==> src/design/pes_pkg.sv <==
// ----------------------------------------------------------------------------
// pes_pkg: shared types and codes of the periodic event scheduler
// function and status codes, controller-to-datapath command struct
// ----------------------------------------------------------------------------
package pes_pkg;

  localparam int unsigned FuncBits   = 2;
  localparam int unsigned StatusBits = 2;

  localparam logic [FuncBits-1:0] FUNC_REGISTER = 2'd0;
  localparam logic [FuncBits-1:0] FUNC_DISPATCH = 2'd1;
  localparam logic [FuncBits-1:0] FUNC_CLEAR    = 2'd2;

  localparam logic [StatusBits-1:0] ST_OK    = 2'd0;
  localparam logic [StatusBits-1:0] ST_EMPTY = 2'd1;
  localparam logic [StatusBits-1:0] ST_FULL  = 2'd2;
  localparam logic [StatusBits-1:0] ST_SAT   = 2'd3;

  // commands from controller to datapath
  typedef struct packed {
    logic load;      // capture input transaction
    logic reg_write; // write new entry at slot entry_count
    logic clear;     // empty the table
    logic scan_start;// issue read of slot 0
    logic scan_step; // compare read data, issue next read
    logic fire;      // capture best entry as result, write back advanced due time
  } pes_cmd_t;

  // status from datapath to controller
  typedef struct packed {
    logic full;
    logic empty;
    logic scan_last; // the read in flight is the last valid slot
  } pes_stat_t;

endpackage

==> src/design/pes_ctrl.sv <==
// ----------------------------------------------------------------------------
// pes_ctrl: sequencer of the scheduler
// accepts one transaction, runs register, clear or scan, then offers the result
// ----------------------------------------------------------------------------
module pes_ctrl (
  input  logic                         clk_i,
  input  logic                         rst_ni,
  input  logic                         s_valid_i,
  output logic                         s_ready_o,
  input  logic [pes_pkg::FuncBits-1:0] func_i,
  output logic                         m_valid_o,
  input  logic                         m_ready_i,
  output pes_pkg::pes_cmd_t            cmd_o,
  input  pes_pkg::pes_stat_t           stat_i
);
  import pes_pkg::*;

  typedef enum logic [2:0] {
    S_IDLE, S_DECODE, S_SCAN, S_FIRE, S_OUT
  } state_e;

  state_e           state_q;
  logic [FuncBits-1:0] func_q;
  logic             out_q;

  assign s_ready_o = (state_q == S_IDLE) || (state_q == S_OUT && m_ready_i);
  assign m_valid_o = out_q;

  // command decode
  always_comb begin
    cmd_o = '0;
    cmd_o.load = s_valid_i && s_ready_o;
    case (state_q)
      S_DECODE: begin
        cmd_o.scan_start = 1'b1;
        cmd_o.reg_write  = (func_q == FUNC_REGISTER) && !stat_i.full;
        cmd_o.clear      = (func_q == FUNC_CLEAR);
      end
      S_SCAN:  cmd_o.scan_step = 1'b1;
      S_FIRE:  cmd_o.fire      = 1'b1;
      default: ;
    endcase
  end

  // state and output valid
  always_ff @(posedge clk_i or negedge rst_ni) begin
    if (!rst_ni) begin
      state_q <= S_IDLE;
      func_q  <= FUNC_REGISTER;
      out_q   <= 1'b0;
    end else begin
      case (state_q)
        S_IDLE, S_OUT: begin
          if (cmd_o.load) begin
            out_q   <= 1'b0;
            func_q  <= func_i;
            state_q <= S_DECODE;
          end else if (state_q == S_OUT && m_ready_i) begin
            out_q   <= 1'b0;
            state_q <= S_IDLE;
          end
        end
        S_DECODE: begin
          if (func_q == FUNC_DISPATCH && !stat_i.empty) begin
            state_q <= S_SCAN;
          end else begin
            out_q   <= 1'b1;
            state_q <= S_OUT;
          end
        end
        S_SCAN: begin
          if (stat_i.scan_last) state_q <= S_FIRE;
        end
        S_FIRE: begin
          out_q   <= 1'b1;
          state_q <= S_OUT;
        end
        default: state_q <= S_IDLE;
      endcase
    end
  end

endmodule

==> config.mk <==
export PLATFORM = sky130hd
export DESIGN_NAME = pes_ctrl
export DESIGN_NICKNAME = d
export VERILOG_FILES = /design/src/design/pes_pkg.sv /design/src/design/pes_ctrl.sv
export SDC_FILE = /design/constraint.sdc
export NUM_CORES = 1
export LEC_CHECK = 0
export BUFFER_PORTS_ARGS = -buffer_cell sky130_fd_sc_hd__buf_2
export CAP_MARGIN = 20
export CORE_AREA = 2 2 39 41
export DETAILED_ROUTE_END_ITERATION = 8
export DIE_AREA = 0 0 41 43
export PLACE_DENSITY = 0.47
export RECOVER_POWER = 25
export SYNTH_ARGS = -nofsm -noshare
export SYNTH_HDL_FRONTEND = slang
export SYNTH_SLANG_ARGS = --single-unit
==> constraint.sdc <==
create_clock -name clk_i -period 2.6 [get_ports clk_i]
set_input_delay 0.39 -clock clk_i [delete_from_list [all_inputs] [get_ports clk_i]]
set_output_delay 0.39 -clock clk_i [all_outputs]
set_load 0.03 [all_outputs]
# After elaboration in Yosys (flattened, before gate mapping)
# Index checks and enable logic that the tools add are counted.
# W data, S select, Z words.
classes:
  reduce_logical: 14
  eq_ne: 9
  muxes: 12
op_table:
  columns: ["cell", "count"]
  rows:
  - ["$mux W3", 5]
  - ["$pmux W3 S4", 1]
  - ["$eq A3 B2 Y1 const B", 2]
  - ["$mux W1", 5]
  - ["$logic_and A1 B1 Y1", 4]
  - ["$ne A2 B2 Y1 const B", 2]
  - ["$reduce_and A2 Y1", 2]
  - ["$eq A3 B1 Y1 const B", 1]
  - ["$eq A3 B3 Y1 const B", 1]
  - ["$logic_not A3 Y1", 1]
  - ["$ne A3 B3 Y1 const B", 1]
  - ["$pmux W1 S3", 1]
  - ["$reduce_and A3 Y1", 1]
  - ["$reduce_bool A3 Y1", 1]
  - ["$eq A2 B1 Y1 const B", 1]
  - ["$eq A2 B2 Y1 const B", 1]
  - ["$logic_not A1 Y1", 2]
  - ["$logic_not A2 Y1", 1]
  - ["$reduce_or A2 Y1", 1]
  - ["$logic_or A1 B1 Y1", 1]
totals:
  inputBits: 9
  reg_bits: 6
  output_inout_bits: 8

# Logic depth before layout (Yosys ltp)
# Gate-level depths: netlist of the first run.
logic_depth:
  ltp_word: 6
  depth_mapped: 4

# Worst setup path after synthesis of the first run
# OpenSTA, ideal clock, no wires.
synth_path:
  path_type: "register to output"
  startpoint: "register state_q[2]"
  endpoint: "output cmd_o[4] (netlist name)"
  t_required_ps: 2210
  t_arrival_ps: 2129
  setup_slack_ps: 81
  path_stages_with_launch: 4
  n_path_buf: 0
  cell_sequence: "dfrtp_1 nand2b_1 nor2_1 nor4b_1"
synth_lines:
  columns: ["item", "line", "text"]
  rows:
  - ["start, declared", "pes_ctrl.sv:22", "state_e state_q;"]
  - ["start signal, assigned", "pes_ctrl.sv:48", "state_q <= S_IDLE;"]
  - ["start signal, assigned", "pes_ctrl.sv:57", "state_q <= S_DECODE;"]
  - ["start signal, assigned", "pes_ctrl.sv:60", "state_q <= S_IDLE;"]
  - ["end, declared", "pes_ctrl.sv:13", "output pes_pkg::pes_cmd_t cmd_o,"]

==> impl_metrics.tcl, run 1 <==
set metrics [dict create \
    clockPowerShare_pct 15.7 \
    place.gp.congestion 0.690 \
    r2r_slack_ns 1.23 \
    vias 306 \
    min_from "func_i[1]" \
    worst_clock_skew_ns 0.00254 \
    ant_nets 0 \
    cp.arrival_ns 1.47 \
    drt-initial-drc-count 2 \
    via_per_inst 4.50 \
    final_layout_size_suffix_gt1_share_pct 42.3 \
    post-cts-setup-buffers 0 \
    r2r-end "m_valid_o" \
    htree_levels 1 \
    ys_seq_area_share_pct 44.8 \
    swShare_pct 44.9 \
    status "complete, no violations" \
    die_height_um 43 \
    worstSkewPairLatency_ns 0.24 \
    fill_cells 155 \
    coreArea_mm2 0.00138 \
    die_w_um 41 \
    period_share_pct 71.4 \
    syn_area_um2 335 \
    intPower_uw 295 \
    r2r_cells 3 \
    hp-class "in2reg" \
    drt-wirelength-per-cell_um 10.0 \
    final.min_clock_period_ns 1.86 \
    tns_ns 0 \
    pwr-share-comb_pct 49.4 \
    syn_to_final_growth_pct 35.8 \
    powerDensity_mw_per_mm2 1170 \
    worstSetupPathType "reg2out" \
    ys_ff_latch 6 \
    grt_max_degree 10 \
    grt_pass1_wl_mm 1.04 \
    cts.sinks 6 \
    port_buffers 16 \
    drc 0 \
    synth.distinct_cells 17 \
    worst_pin_slew_ns 0.335 \
    clock_path_buffers 2 \
    antenna_cells 0 \
    p_seq_share_pct 34.9 \
    clkTransAtPathRegs_ns 0.05 \
    fmax_mhz 538 \
    rows 14 \
    io_pins 17 \
    grt_usage_pct 8.90 \
    holdPathEnd "func_q[1]" \
    hold_depth 2 \
    grt_pass1_vias 263 \
    cts_buffers 3 \
    die-area_mm2 0.00176 \
    syn_avg_cell_area_um2 10.2 \
    p_leak_uw 0.000222 \
    cts_root_buffer "clkbuf_4" \
    rr_startpoint "state_q[1]" \
    hold_violations 0 \
    start_kind "register" \
    ctsHoldBuffers 1 \
    syn_inst 33 \
    rsz0062_at_grt "false" \
    ys.warnings.count 0 \
    holdWs_ns 0.380 \
    setup.worst_path.end_class "primary output" \
    peakVddDrop_mv 0.464 \
    cp_max_fo 5 \
    slew_headroom_pct 77.6 \
    firstDrtPassIters 3 \
    slew_violations 0 \
    power_switching_uw 240 \
    cts-resized-gates 0 \
    max_cap_viol_count 0 \
    setup_violations 0 \
    overflow 0 \
    tritoncts "yes" \
    finalWirelength_um 680 \
    dp_hpwl_um 567 \
    start_util_pct 24.2 \
    fin_nets 63 \
    synth_fp_nets 42 \
    grt_antenna_before_repair 0 \
    cp.required_ns 2.21 \
]
cell usage in the layout (no fill, tap or decap), drive strengths merged:
cell type	count
o22a	1
nor3	1
mux2	2
and2	1
o21bai	1
nand3	2
nand2	2
nor4b	2
nor2	4
dlygate4sd3	1
mux2i	2
o31ai	1
or4b	1
clkbuf	4
dfrtp	6
o21ai	1
nand2b	3
buf	15
inv	2
per-stage QoR:
step / worst slack, ns / cells / area [um^2] / utilization (%) / power [uW]
6_report: 0.743 / 68 / 455 / 32.9 / 535
5_1_grt: 0.637 / 68 / 455 / 32.9 / 570
4_1_cts: 0.705 / 68 / 457 / 33.0 / 543
3_5_place_dp: 0.967 / 64 / 424 / 30.7 / 455
3_3_place_gp: 1.02 / 64 / 424 / 30.7 / 456
2_1_floorplan: 0.0806 / 33 / 335 / - / 390
cell families (layout without fill, tap and decap cells):
logic type	count (synthesis)	count (layout)	share of synthesized area [%]
mux	4	4	12.7
flops	6	6	44.8
simple gates	16	16	28.0
compound gates	4	4	8.96
buf+inv	3	22	5.60
state kept, by name, summed over array words and instances, names as in the netlist:
register,cells
func_q,2
state_q,3
m_valid_o,1
cells in the mapped netlist, drive strengths merged:
cell type,instances,share of area [%]
and2,1,1.9
buf,1,3.4
dfrtp,6,45
inv,2,2.2
mux2,2,6.7
mux2i,2,6.0
nand2,2,2.2
nand2b,3,5.6
nand3,2,3.0
nor2,4,4.5
nor3,1,1.5
nor4b,2,5.2
o21ai,1,1.5
o21bai,1,2.2
o22a,1,3.0
o31ai,1,2.2
or4b,1,4.1
final cells by class:
class	instances	area [um^2]	area share [%]
sequential	6	150	33.0
timing repair buffer	17	88.8	19.5
tap	16	20.0	4.40
clock buffer	3	22.5	4.95
multi-input combinational	24	166	36.5
inverter	2	7.51	1.65
routing by layer:
layer / routed length, um / global-route usage (%)
met1: 287 / 11.5
met2: 363 / 11.9
met3: 29 / 1.57
met4: 0 / 8.00
met5: 0 / 0
worst max path at each step:
stage | from | to | slack, ns | depth (start not counted)
final | state_q[2] | cmd_o[4] | 0.74 | 4
after global routing | state_q[2] | cmd_o[4] | 0.64 | 4
after CTS | state_q[2] | cmd_o[4] | 0.70 | 4
after detailed placement | state_q[2] | cmd_o[4] | 0.97 | 4
after global placement | state_q[2] | cmd_o[4] | 1.02 | 4
after floorplan | state_q[2] | cmd_o[4] | 0.08 | 3
power groups by stage:
stage / combinational [uW] / sequential, uW / clock [uW]
2_1_floorplan: 204 / 186 / 0
3_3_place_gp: 267 / 189 / 0
3_5_place_dp: 267 / 187 / 0
4_1_cts: 269 / 186 / 87.5
5_1_grt: 284 / 193 / 92.8
6_report: 265 / 187 / 83.8
worst max-delay path, stage by stage (launching register included):
cell and delay, ns:
dfrtp_1 0.41, nand2b_1 0.22, nor2_1 0.13, nor4b_1 0.22
buf_2 0.24
Note: power is estimated with default switching activity, not from simulation.
==> run 2, diff against run 1 <==
ABC_AREA = 1   (was default)
PLACE_DENSITY = 0.48   (was 0.47)
clock period = 1.8 ns   (was 2.6 ns; I/O delays follow)
==> run 2 against run 1 <==
  * Combinational power increased by 58%
  * Final cell count rose by 25%
  * Highest routed layer unchanged
  * Clock power grew 37%
  * Critical path type unchanged
==> impl_metrics.tcl, run 2 <==
set metrics [dict create \
    status "complete, no violations" \
    hold_violations 0 \
    drt-wirelength-per-cell_um 8.56 \
    dp_hpwl_um 623 \
    netlist_top_cells_count "nand2_1, dfrtp_1, inv_1" \
    regMostFlops "state_q" \
    clock_path_buffers 2 \
    drc 0 \
    max_cap_viol_count 0 \
    hold_depth 3 \
    slew_headroom_pct 76.2 \
    port_buffers 16 \
    worstSetupPathType "reg2out" \
    rr_startpoint "func_q[1]" \
    drt-initial-drc-count 7 \
    final_core_util_pct 34.8 \
    p_leak_uw 0.000293 \
    synth_edf_count 0 \
    ys_seq_area_share_pct 43.5 \
    yosysTopAreaCell "dfrtp_1" \
    io_pins 17 \
    r2r_slack_ns 0.70 \
    tns_ns 0 \
    regArea_um2 150 \
    period_share_pct 89.6 \
    htree_levels 1 \
    ys_ff_latch 6 \
    holdPathEnd "func_q[0]" \
    cp.required_ns 1.53 \
    dpl_cell_area_um2 450 \
    grt_pass1_wl_mm 1.12 \
    finalWirelength_um 728 \
    synth_top_area_share_pct 43.5 \
    vias 354 \
    setup.worst_path.end_class "primary output" \
    antenna_cells 0 \
    worst_clock_skew_ns 0.00277 \
    powerDensity_mw_per_mm2 1610 \
    cts_buffers 3 \
    die_height_um 43 \
    fill_cells 156 \
    final.min_clock_period_ns 1.61 \
    slew_violations 0 \
    synthTopCellsByArea "dfrtp_1, nand2_1, inv_1" \
    firstDrtPassIters 4 \
    holdWs_ns 0.238 \
    fmax_mhz 620 \
    min_from "func_i[0]" \
    start_kind "register" \
    final_layout_size_suffix_gt1_share_pct 42.0 \
    clkTransAtPathRegs_ns 0.04 \
    rows 14 \
    grt_antenna_before_repair 0 \
    ant_nets 0 \
    hp-class "in2reg" \
    grt_usage_pct 9.43 \
    async_flop_share_pct 100 \
    syn_avg_cell_area_um2 7.05 \
    synth.distinct_cells 14 \
    place.gp.congestion 0.664 \
    multi_input_comb_area_um2 166 \
    largest_reg_flops 3 \
    die-area_mm2 0.00176 \
    postLayoutCellArea_um2 482 \
    setup_violations 0 \
    r2r-end "m_valid_o" \
    ys.warnings.count 0 \
    coreArea_mm2 0.00138 \
    via_per_inst 4.16 \
    peakVddDrop_mv 0.545 \
    final_cell_mix "nand2_1, buf_2, inv_1, dfrtp_1, nor2_1" \
    final_common_cell "nand2_1" \
    die_w_um 41 \
    syn_to_final_growth_pct 39.5 \
    cts.sinks 6 \
    grt_max_degree 7 \
    grt_pass1_vias 305 \
    tritoncts "yes" \
    syn_area_um2 345 \
    synth_fp_nets 58 \
    fin_nets 80 \
    worstSkewPairLatency_ns 0.23 \
    overflow 0 \
    yosysMostFrequentCell "nand2_1" \
    cts_root_buffer "clkbuf_4" \
    r2r_cells 6 \
    rsz0062_at_grt "false" \
    cp_max_fo 4 \
    ys.flop_type "dfrtp_1" \
    syn_inst 49 \
    start_util_pct 25.0 \
    worst_pin_slew_ns 0.357 \
    cp.arrival_ns 1.34 \
]
-- run 2: cell types whose count changed after synthesis, sizes merged, moves of 2 or more --
cell	change
nand2b	-3
nand2	+17
mux2	-2
inv	+7
nor4b	-2
nor2	+4
mux2i	-2
-- run 2: kinds of logic (layout without fill, tap and decap cells) --
kind of cell	count (synthesis)	in the layout	synth area share (%)
AO/OA/AOI/OAI	3	3	5.43
buffers and inverters	9	29	9.78
flip-flops	6	6	43.5
AND/OR/NAND/NOR	31	31	41.3
-- run 2: power by group --
part | internal, uW | switching [uW] | leakage (uW)
Clock | 74.9 | 40.3 | 0.0000138
Sequential | 190 | 51.0 | 0.0000773
Combinational | 137 | 281 | 0.000202
-- run 2: final cells by class --
| class | count | area share, % |
|---|---|---|
| clock buffer | 3 | 4.68 |
| sequential | 6 | 31.2 |
| inverter | 9 | 7.01 |
| timing repair buffer | 17 | 18.4 |
| multi-input combinational | 34 | 34.5 |
| tap | 16 | 4.16 |
-- run 2: stage by stage --
step	power, uW	worst slack, ns	std cells
2_1_floorplan	561	0.0195	49
3_3_place_gp	667	0.446	81
3_5_place_dp	665	0.426	81
6_report	775	0.187	85
4_1_cts	788	0.175	85
5_1_grt	844	0.0645	85
-- run 2: critical path, stage by stage (launching register included) --
cell     delay [ns]
dfrtp_1        0.40
inv_2          0.08
nand2_1        0.07
nor2_2         0.14
inv_2          0.07
nor4_2         0.12
buf_2          0.23
-- run 2: how the worst max path moves through the flow --
stage	from	slack, ns	to	cells past startpoint
2_1_floorplan	state_q[2]	0.02	cmd_o[4]	5
3_3_place_gp	state_q[2]	0.45	cmd_o[4]	6
3_5_place_dp	state_q[2]	0.43	cmd_o[4]	6
4_1_cts	state_q[2]	0.17	cmd_o[4]	6
5_1_grt	state_q[2]	0.06	cmd_o[4]	6
6_report	state_q[2]	0.19	cmd_o[4]	6
-- run 2: timing repair --
item | CTS | global route
buffers inserted | 0 | 0
hold endpoints to repair | 6 | 0
hold buffers | 1 | 0
resized for setup | 0 | 0
-- run 2: layer usage --
metal / up-vias / track usage [%] / routed length [um] / share of wire (%)
met5: - / 0 / 0 / 0
met4: 0 / 6.00 / 0 / 0
met3: 0 / 1.57 / 10 / 1.4
met2: 4 / 13.8 / 369 / 51
met1: 161 / 12.3 / 348 / 48
li1: 189 / - / - / -
==> run 3, diff against run 2 <==
RECOVER_POWER = 50   (was 25)
==> run 3 against run 2 <==
  * Die area stayed put
  * Power is 2.7% lower
  * Final cell count stayed put
  * Sequential share of layout area is 0.41 points higher
  * Clock skew hardly changed
  * Core utilization is 0.45 points lower
  * Sequential cell count stayed put
  * Design area is 1.3% lower
  * Critical path depth stayed put
  * Fmax hardly changed
  * Largest cell class unchanged
  * Largest power group unchanged
  * Highest routed layer unchanged
==> impl_metrics.tcl, run 3 (synthesis gave the netlist of run 2 again) <==
set metrics [dict create \
    drt-wirelength-per-cell_um 8.51 \
    ctsHoldBuffers 1 \
    cts_root_buffer "clkbuf_4" \
    worstSetupPathType "reg2out" \
    clock_path_buffers 2 \
    peakVddDrop_mv 0.541 \
    post-cts-setup-buffers 0 \
    syn_to_final_growth_pct 37.7 \
    dp_slack_ns 0.426 \
    coreArea_mm2 0.00138 \
    die_w_um 41 \
    grt_pass1_vias 305 \
    antenna_cells 0 \
    fin_nets 80 \
    final_cell_mix "nand2_1, buf_2, inv_1, dfrtp_1, nor2_1" \
    clkTransAtPathRegs_ns 0.04 \
    slew_headroom_pct 76.2 \
    vias 354 \
    start_util_pct 25.0 \
    largest_reg_flops 3 \
    overflow 0 \
    setup.worst_path.end_class "primary output" \
    worst_pin_slew_ns 0.357 \
    period_share_pct 89.6 \
    cp.arrival_ns 1.34 \
    io_pins 17 \
    finalWirelength_um 723 \
    hp-class "in2reg" \
    ant_nets 0 \
    grt_usage_pct 9.43 \
    drc 0 \
    powerDensity_mw_per_mm2 1590 \
    final_common_cell "nand2_1" \
    htree_levels 1 \
    cp_max_fo 4 \
    cts-resized-gates 0 \
    drt-initial-drc-count 9 \
    die_height_um 43 \
    holdWs_ns 0.238 \
    final_layout_size_suffix_gt1_share_pct 37.7 \
    slew_violations 0 \
    setup_violations 0 \
    cts_buffers 3 \
    dp_hpwl_um 623 \
    final.min_clock_period_ns 1.61 \
    cp.required_ns 1.53 \
    hold_violations 0 \
    worst_clock_skew_ns 0.00281 \
    firstDrtPassIters 4 \
    grt_pass1_wl_mm 1.12 \
    grt_max_degree 7 \
    cts.sinks 6 \
    power.total_uw 754 \
    tns_ns 0 \
    max_cap_viol_count 0 \
    via_per_inst 4.16 \
    worstSkewPairLatency_ns 0.23 \
    grt_antenna_before_repair 0 \
    final_core_util_pct 34.4 \
    port_buffers 16 \
    setup_slack_ns 0.187 \
    rsz0062_at_grt "false" \
    place.gp.congestion 0.664 \
    p_leak_uw 0.000287 \
    status "complete, no violations" \
    rows 14 \
    tritoncts "yes" \
    start_kind "register" \
    die-area_mm2 0.00176 \
    fmax_mhz 620 \
    regMostFlops "state_q" \
]
==> run 3: cell type report <==
class                           instances  area, um^2
Timing Repair Buffer                   17        87.6
Clock buffer                            3        22.5
Sequential cell                         6         150
Tap cell                               16        20.0
Multi-Input combinational cell         34         161
Inverter                                9        33.8
Fill cell                             157         908
==> run 3: path summary, 6_finish.rpt <==
check                      startpoint  depth (start not counted)  slack [ns]          to
min                         func_i[0]                          3        0.24   func_q[0]
min reg2reg                 m_valid_o                          2        0.48   m_valid_o
max in group asynchronous      rst_ni                          2        1.07  state_q[2]
max                        state_q[2]                          6        0.19    cmd_o[4]
max reg2reg                 func_q[1]                          6        0.70   m_valid_o
min in group asynchronous      rst_ni                          2        0.46   func_q[0]
==> run 3: power breakdown <==
group | internal, uW | total [uW] | switching [uW]
logic | 121 | 398 | 277
registers | 190 | 241 | 51.1
clock network | 74.9 | 115 | 40.3
total | 386 | 754 | 368
==> run 3: metal layers <==
layer	track usage, %	up-vias	part of all wire (%)
met3	1.57	0	2.2
met2	13.8	4	51
li1	-	189	-
met5	0	-	0
met4	6.00	0	0
met1	12.3	161	47
==> run 3: worst max-delay path: stages (launching register included) <==
cell and delay (ns):
dfrtp_1 0.40, inv_2 0.08, nand2_1 0.07, nor2_2 0.14, inv_2 0.07, nor4_2 0.12
buf_2 0.23
==> run 3: stage by stage <==
stage | cells | instance area [um^2]
after global routing | 85 | 475
after floorplan | 49 | 350
after CTS | 85 | 483
final | 85 | 475
after global placement | 81 | 450
after detailed placement | 81 | 450
